`src/sv/scrm_pkg.sv`:
```
// Shared types and constants for the same-color rectangle merge block.
// Used by the controller, datapath, top level and testbench; no dependencies.

package scrm_pkg;

   localparam int DEF_MAX_WIDTH  = 256;
   localparam int DEF_MAX_HEIGHT = 256;

   localparam int PIXEL_WIDTH = 24;
   localparam int ENTRY_WIDTH = PIXEL_WIDTH + 1;   // covered flag on top of the pixel

   localparam int CSR_INDEX_WIDTH = 2;
   localparam int CSR_DATA_WIDTH  = 9;
   localparam int SPAN_WIDTH      = 9;

   localparam logic [CSR_INDEX_WIDTH-1:0] CSR_IMAGE_WIDTH  = 2'd0;
   localparam logic [CSR_INDEX_WIDTH-1:0] CSR_IMAGE_HEIGHT = 2'd1;
   localparam logic [CSR_INDEX_WIDTH-1:0] CSR_SPAN_ENABLE  = 2'd2;

   localparam logic [CSR_DATA_WIDTH-1:0] SIZE_RESET = 9'd256;

   localparam logic KIND_LOAD  = 1'b0;
   localparam logic KIND_QUERY = 1'b1;

   localparam logic [1:0] CELL_COVERED = 2'd0;
   localparam logic [1:0] CELL_SINGLE  = 2'd1;
   localparam logic [1:0] CELL_SPAN    = 2'd2;

   typedef struct packed {
      logic       kind;
      logic [7:0] pos_x;
      logic [7:0] pos_y;
      logic [7:0] red_in;
      logic [7:0] green_in;
      logic [7:0] blue_in;
   } req_payload_type;

   typedef struct packed {
      logic [1:0]            cell_kind;
      logic [SPAN_WIDTH-1:0] row_span;
      logic [SPAN_WIDTH-1:0] col_span;
      logic [7:0]            red_out;
      logic [7:0]            green_out;
      logic [7:0]            blue_out;
   } rsp_payload_type;

   typedef enum logic [3:0] {
      ST_CLEAR,
      ST_IDLE,
      ST_LOAD,
      ST_ORIGIN_RD,
      ST_ORIGIN_CHK,
      ST_ROW_RD,
      ST_ROW_CHK,
      ST_COL_RD,
      ST_COL_CHK,
      ST_DECIDE,
      ST_MARK,
      ST_DONE
   } state_type;

   typedef enum logic [1:0] {
      RD_ORIGIN,
      RD_ROW,
      RD_COL
   } rd_sel_type;

   typedef struct packed {
      logic       clear_write;
      logic       capture;
      logic       load_write;
      rd_sel_type rd_sel;
      logic       take_origin;
      logic       kind_en;
      logic [1:0] kind_val;
      logic       row_start;
      logic       col_step;
      logic       row_close;
      logic       mark_init;
      logic       mark_write;
      logic       emit;
   } cmd_type;

   typedef struct packed {
      logic clear_last;
      logic req_is_query;
      logic origin_outside;
      logic rd_free;
      logic rd_match;
      logic span_on;
      logic row_in;
      logic col_go;
      logic need_mark;
      logic mark_last;
      logic rsp_free;
   } status_type;

endpackage

```
`src/sv/scrm_ctrl.sv`:
```
// Sequencer for store clearing, load, origin check, rectangle scan, cover marking and result.
// Depends on scrm_pkg for the state, command and status types.

module scrm_ctrl (
   input  logic                 clock,
   input  logic                 reset,
   input  logic                 req_valid,
   output logic                 req_ready,
   input  scrm_pkg::status_type status,
   output scrm_pkg::cmd_type    cmd
);

   scrm_pkg::state_type state_ff, state_in;

   always_ff @(posedge clock) begin
      if (reset) begin
         state_ff <= scrm_pkg::ST_CLEAR;
      end else begin
         state_ff <= state_in;
      end
   end

   // next state
   always_comb begin
      state_in = state_ff;
      case (state_ff)
         scrm_pkg::ST_CLEAR: begin
            if (status.clear_last) state_in = scrm_pkg::ST_IDLE;
         end
         scrm_pkg::ST_IDLE: begin
            if (req_valid) begin
               state_in = status.req_is_query ? scrm_pkg::ST_ORIGIN_RD : scrm_pkg::ST_LOAD;
            end
         end
         scrm_pkg::ST_LOAD: state_in = scrm_pkg::ST_IDLE;
         scrm_pkg::ST_ORIGIN_RD: begin
            state_in = status.origin_outside ? scrm_pkg::ST_DONE : scrm_pkg::ST_ORIGIN_CHK;
         end
         scrm_pkg::ST_ORIGIN_CHK: begin
            if (!status.rd_free || !status.span_on) state_in = scrm_pkg::ST_DONE;
            else state_in = scrm_pkg::ST_ROW_RD;
         end
         scrm_pkg::ST_ROW_RD: begin
            state_in = status.row_in ? scrm_pkg::ST_ROW_CHK : scrm_pkg::ST_DECIDE;
         end
         scrm_pkg::ST_ROW_CHK: begin
            state_in = status.rd_match ? scrm_pkg::ST_COL_RD : scrm_pkg::ST_DECIDE;
         end
         scrm_pkg::ST_COL_RD: begin
            state_in = status.col_go ? scrm_pkg::ST_COL_CHK : scrm_pkg::ST_ROW_RD;
         end
         scrm_pkg::ST_COL_CHK: begin
            state_in = status.rd_match ? scrm_pkg::ST_COL_RD : scrm_pkg::ST_ROW_RD;
         end
         scrm_pkg::ST_DECIDE: begin
            state_in = status.need_mark ? scrm_pkg::ST_MARK : scrm_pkg::ST_DONE;
         end
         scrm_pkg::ST_MARK: begin
            if (status.mark_last) state_in = scrm_pkg::ST_DONE;
         end
         scrm_pkg::ST_DONE: begin
            if (status.rsp_free) state_in = scrm_pkg::ST_IDLE;
         end
         default: state_in = scrm_pkg::ST_IDLE;
      endcase
   end

   // outputs
   always_comb begin
      cmd        = '0;
      cmd.rd_sel = scrm_pkg::RD_ORIGIN;
      req_ready  = 1'b0;
      case (state_ff)
         scrm_pkg::ST_CLEAR: cmd.clear_write = 1'b1;
         scrm_pkg::ST_IDLE: begin
            req_ready   = 1'b1;
            cmd.capture = req_valid;
         end
         scrm_pkg::ST_LOAD: cmd.load_write = 1'b1;
         scrm_pkg::ST_ORIGIN_RD: begin
            if (status.origin_outside) begin
               cmd.kind_en  = 1'b1;
               cmd.kind_val = scrm_pkg::CELL_COVERED;
            end
         end
         scrm_pkg::ST_ORIGIN_CHK: begin
            cmd.kind_en = 1'b1;
            if (!status.rd_free) begin
               cmd.kind_val = scrm_pkg::CELL_COVERED;
            end else begin
               cmd.kind_val    = scrm_pkg::CELL_SINGLE;
               cmd.take_origin = 1'b1;
            end
         end
         scrm_pkg::ST_ROW_RD: cmd.rd_sel = scrm_pkg::RD_ROW;
         scrm_pkg::ST_ROW_CHK: cmd.row_start = status.rd_match;
         scrm_pkg::ST_COL_RD: begin
            cmd.rd_sel    = scrm_pkg::RD_COL;
            cmd.row_close = !status.col_go;
         end
         scrm_pkg::ST_COL_CHK: begin
            cmd.col_step  = status.rd_match;
            cmd.row_close = !status.rd_match;
         end
         scrm_pkg::ST_DECIDE: begin
            if (status.need_mark) begin
               cmd.mark_init = 1'b1;
               cmd.kind_en   = 1'b1;
               cmd.kind_val  = scrm_pkg::CELL_SPAN;
            end
         end
         scrm_pkg::ST_MARK: cmd.mark_write = 1'b1;
         scrm_pkg::ST_DONE: cmd.emit = status.rsp_free;
         default: ;
      endcase
   end

endmodule

```
`config.mk`:
```
export PLATFORM = sky130hd
export DESIGN_NAME = scrm_ctrl
export DESIGN_NICKNAME = d
export VERILOG_FILES = /design/src/sv/scrm_pkg.sv /design/src/sv/scrm_ctrl.sv
export SDC_FILE = /design/constraint.sdc
export NUM_CORES = 1
export LEC_CHECK = 0
export ABC_CLOCK_PERIOD_IN_PS = 3920
export CAP_MARGIN = 20
export CORE_MARGIN = 3
export CORE_UTILIZATION = 40
export CTS_CLUSTER_DIAMETER = 100
export DETAILED_ROUTE_END_ITERATION = 8
export DONT_BUFFER_PORTS = 1
export SYNTH_ARGS = -nofsm -noshare
export SYNTH_HDL_FRONTEND = slang
export SYNTH_SLANG_ARGS = --single-unit
```
`constraint.sdc`:
```
create_clock -name clock -period 3.92 [get_ports clock]
set_input_delay 0.588 -clock clock [delete_from_list [all_inputs] [get_ports clock]]
set_output_delay 0.588 -clock clock [all_outputs]
set_load 0.05 [all_outputs]
```
# Word level (Yosys, flattened, before mapping)
# Cells that the tools add are included.
dict set report totals {
  regBits 4
  out_inout_bits 16
  word_cells 54
  input_bits 14
}
dict set report op_classes {
  n_mux 31
  n_reduce_logical 7
  eq_ne 15
}
# operator n
set op_table {}
lappend op_table {{4-bit case mux with 11 select lines} 1}
lappend op_table {{4-bit two-way mux} 9}
lappend op_table {{4-bit by 3-bit == test with 1-bit output, second input constant} 4}
lappend op_table {{4-bit == test, second input constant} 4}
lappend op_table {{1-bit two-way mux} 15}
lappend op_table {{3-bit case mux with 3 select lines} 1}
lappend op_table {{4-bit by 2-bit == test with 1-bit output, second input constant} 2}
lappend op_table {{2-bit inequality test, second input constant} 4}
lappend op_table {{3-bit two-way mux} 2}
lappend op_table {{4-bit by 1-bit == test with 1-bit output, second input constant} 1}
lappend op_table {{1-bit logical NOT} 4}
lappend op_table {{4-bit logical NOT} 1}
lappend op_table {{2-bit case mux with 2 select lines} 1}
lappend op_table {{4-bit AND reduction} 1}
lappend op_table {{2-bit two-way mux} 1}
lappend op_table {{1-bit case mux with 2 select lines} 1}
lappend op_table {{1-bit logical OR} 1}

# Longest topological paths before layout
dict set report depth {
  word_depth 4
  mapped_depth 6
  ltp_nobuf 4
}

# Least setup slack after synthesis
# Ideal clock, no wire load.
dict set report synth_timing {
  path_kind {register to output}
  startpoint {reg state_ff[3]}
  endpoint {out cmd[14] in the netlist's numbering}
  path_stages_with_launch 4
  path_buffers 2
  t_required_ps 3332
  arrival_ps 2127
  setup_slack_ps 1205
  path_cell_list {dfxtp_1 buf_6 buf_2 nor4_1}
}
# item line
set synth_rtl {}
lappend synth_rtl {{start: declaration} scrm_ctrl.sv:13} ;# scrm_pkg::state_type state_ff, state_in;
lappend synth_rtl {{start signal: assignment} scrm_ctrl.sv:17} ;# state_ff <= scrm_pkg::ST_CLEAR;
lappend synth_rtl {{start signal: assignment} scrm_ctrl.sv:19} ;# state_ff <= state_in;
lappend synth_rtl {{end: declaration} scrm_ctrl.sv:10} ;# output scrm_pkg::cmd_type cmd

==> results.txt <==
- Net count of the finished layout: 99
- In this run the cell area measured after placement is 603 um^2.
* Cell area after synthesis: 606 um^2
- STA classifies the critical path startpoint as a register.
- Max-cap violations in this run came to 0.
- Fraction of layout instances using a drive strength above 1: 16.9%
- In this run the power density over the cells is 214 nW/um^2.
* Number of levels in the clock H-tree: 1
- In the post-route analysis, the smallest setup slack over all paths is 1110 ps.
* Required time worst endpoint: 3330 ps
* Standby leakage power: 0.224 nW
* Number of synthesis warnings: 0
- Across every metal layer, demand over resource in global routing totals 15.9%.
- In the final timing run, aggregate negative setup slack is 0 ps.
- Number of routed nets with antenna violations: 0
* Internal reg-to-reg setup slack: 1600 ps
- Setup repair after global routing left no endpoint under its margin.
- Yosys attributes the largest share of cell area to dfxtp_1 13%, buf_6 7.4%, nor2_1 6.2%.
* Fin. Hold Viols: 0
* Total length of routed wires: 1.53 mm
- Pins over their slew limit: 0
- The first global-routing pass estimated 2.42 mm of wire.
- The synthesized design spends more area on one cell type than any other, namely dfxtp_1.
* Worst min path class: input pin to register
- Number of failing setup endpoints in the final timing report: 0
- The share of total power dissipated in combinational logic is 25.3%.
- Entering global routing, the biggest net connects 23 pins.
- The number of different library cells used by synthesis comes to 36.
- Mean instance size in the synthesized netlist: 7.21 um^2
* Standard cell core area: 1370 um^2
* Final critical-path share of the clock period: 71.8%
* Number of vias in the routed layout: 603
* #FFs+latches synth: 4
- GP Congestion: 0.827
* Sw Ratio: 33.5%
- STA classifies the critical path endpoint as an output port.
- Worst Max-Slew Pin Slew: 1010 ps
- CTS placed an instance of clkbuf_4 at the clock tree root.
- The worst register-to-register path begins at state_ff[1]$_SDFFE_PP0P_.
- Max FFs per register: 4
- In the layout the commonest cells are 10 x nor2_1, 9 x nand2_1, 5 x nand2b_1, 5 x buf_4.
- Net Count, Synth: 98
- Leaving out fill and tap cells, the most frequent cell in the layout is nor2_1.
- Initial DRC count: 20
* Hold buffer count at CTS: 0
- The via count of the first global-routing pass is 530.
- The critical path is of the register to output port type.
- Post-layout instance area: 626 um^2
- Part of the total power dissipated in the clock network: 38.5%
* Biggest registers after layout: state_ff x4
- Of the total power, registers draw 36.2%.
- Post-cts gate resize count: 0
* Maximum clock frequency: 355 MHz
- Buffers added to address setup during post-CTS repair amount to 0.
- Launch point of the worst hold path: reset
* Die width: 44.9 um
- Buffers placed on the I/O ports in this run total 0.
* Final HPWL DP: 1.18 mm
- The die covers 2020 um^2.
- Top-area cell type share of the netlist area: 13.2%
- Pre-CTS setup slack: 1360 ps
- Count of standard-cell rows: 13
- Vias per inst: 6.15
* Time the final worst path needs with I/O delays and setup: 2810 ps
- Number of DRC violations after detailed routing: 0
* Layout overhead on the synthesized area: 3.31%
* Status: complete, no violations
- Arrival time of the worst setup path: 2230 ps
- Io pins: 30
- The repair_antennas step left the layout with diodes totalling 0.
- Switching pwr: 0.0448 mW
* Clock sink count: 4
- Largest driver fanout on the critical path: 18
- Clock-pin slew was measured on the worst setup and hold paths at 40 ps.
* Clock tree from TritonCTS: done
- In the synthesized netlist, the number of instances is 84.
* Launching element of the worst setup path: state_ff[0]$_SDFFE_PP0P_
- The die is 44.9 um tall.
* IR Drop Worst-Case VDD: 0.0927 mV
- Number of detailed-routing iterations run before antenna repair: 4
- On the final layout, the worst clock skew is 2.30 ps.
* Average wire per standard cell: 15.6 um
- TritonCTS created 3 clock buffers.
* Relative slew margins: 32.8%
- Cell internal power was estimated by the tool at 0.0888 mW.
- The clock passes through at most 2 buffers.
- The number of antenna violations at the first check in global routing came to 0.
- Clock latency of the later-clocked register in the worst-skew pair: 230 ps
- Global-route congestion overflow total: 0
- Sequential cell area fraction in the yosys report: 13.2%
- Register with the highest flop count: state_ff
* Starting density of the core: 44.3%
cell usage after synthesis (all sizes together):
master / number
nor2: 10
buf: 9
nand2: 9
nand2b: 5
a31oi: 4
dfxtp: 4
nor3: 4
and3: 3
nand3: 3
nor2b: 3
a21o: 2
a221oi: 2
a22o: 2
and4: 2
inv: 2
o21ai: 2
o21bai: 2
o32a: 2
a21oi: 1
and2: 1
mux2i: 1
nand3b: 1
nand4: 1
nor3b: 1
nor4: 1
o21a: 1
o2bb2ai: 1
o311ai: 1
o31a: 1
o31ai: 1
o32ai: 1
xnor2: 1
final cells by class:
cell class	instances	area [um^2]
fillers	147	741
multi-input cells	69	459
flip-flops and latches	4	80.1
repair buffers	5	37.5
clock buffers	3	22.5
well taps	15	18.8
inverters	2	7.51
metrics by stage:
step | hold slack [ps] | instances | power, mW | utilization [%]
after floorplan | 616 | 84 | 0.0801 | -
after global routing | 417 | 98 | 0.140 | 45.8
after detailed placement | 667 | 95 | 0.0828 | 44.1
after CTS | 420 | 98 | 0.135 | 45.8
after global placement | 674 | 95 | 0.0824 | 44.1
final | 424 | 98 | 0.134 | 45.8
worst max-delay path, stage by stage (launching register included):
cell and delay [ps]:
dfxtp_1 720, nor2b_4 330, a31oi_1 110, o21bai_1 820
final timing paths:
| check | cells past startpoint | to |
|---|---|---|
| max | 3 | cmd[8] |
| min | 1 | state_ff[2]$_SDFFE_PP0P_ |
| max reg2reg | 4 | state_ff[3]$_SDFFE_PP0P_ |
| min reg2reg | 2 | state_ff[1]$_SDFFE_PP0P_ |
layer usage:
metal / global-route usage, % / vias to the layer above / routed length, um
li1: - / 311 / -
met5: 0 / - / 0
met2: 23.5 / 25 / 705
met3: 2.79 / 0 / 109
met4: 8.19 / 0 / 0
met1: 21.9 / 267 / 717
cell families (layout without fill, tap and decap cells):
kind of cell           after synthesis  count (layout)  share of synthesized area (%)
multiplexers                         1               1                           1.65
XOR/XNOR                             1               1                           1.45
buffers and inverters               11              10                           14.0
flip-flops                           4               4                           13.2
AND/OR/NAND/NOR                     44              44                           39.5
AO/OA/AOI/OAI                       23              23                           30.2
power by group through the flow:
stage,Sequential [mW],Combinational [mW],Clock [mW]
detailed placement,0.0489,0.0339,0
global placement,0.0488,0.0336,0
finish,0.0484,0.0338,0.0514
floorplan,0.0433,0.0367,0
global route,0.0490,0.0361,0.0553
CTS,0.0483,0.0339,0.0523
(Power assumes the default switching activity.)
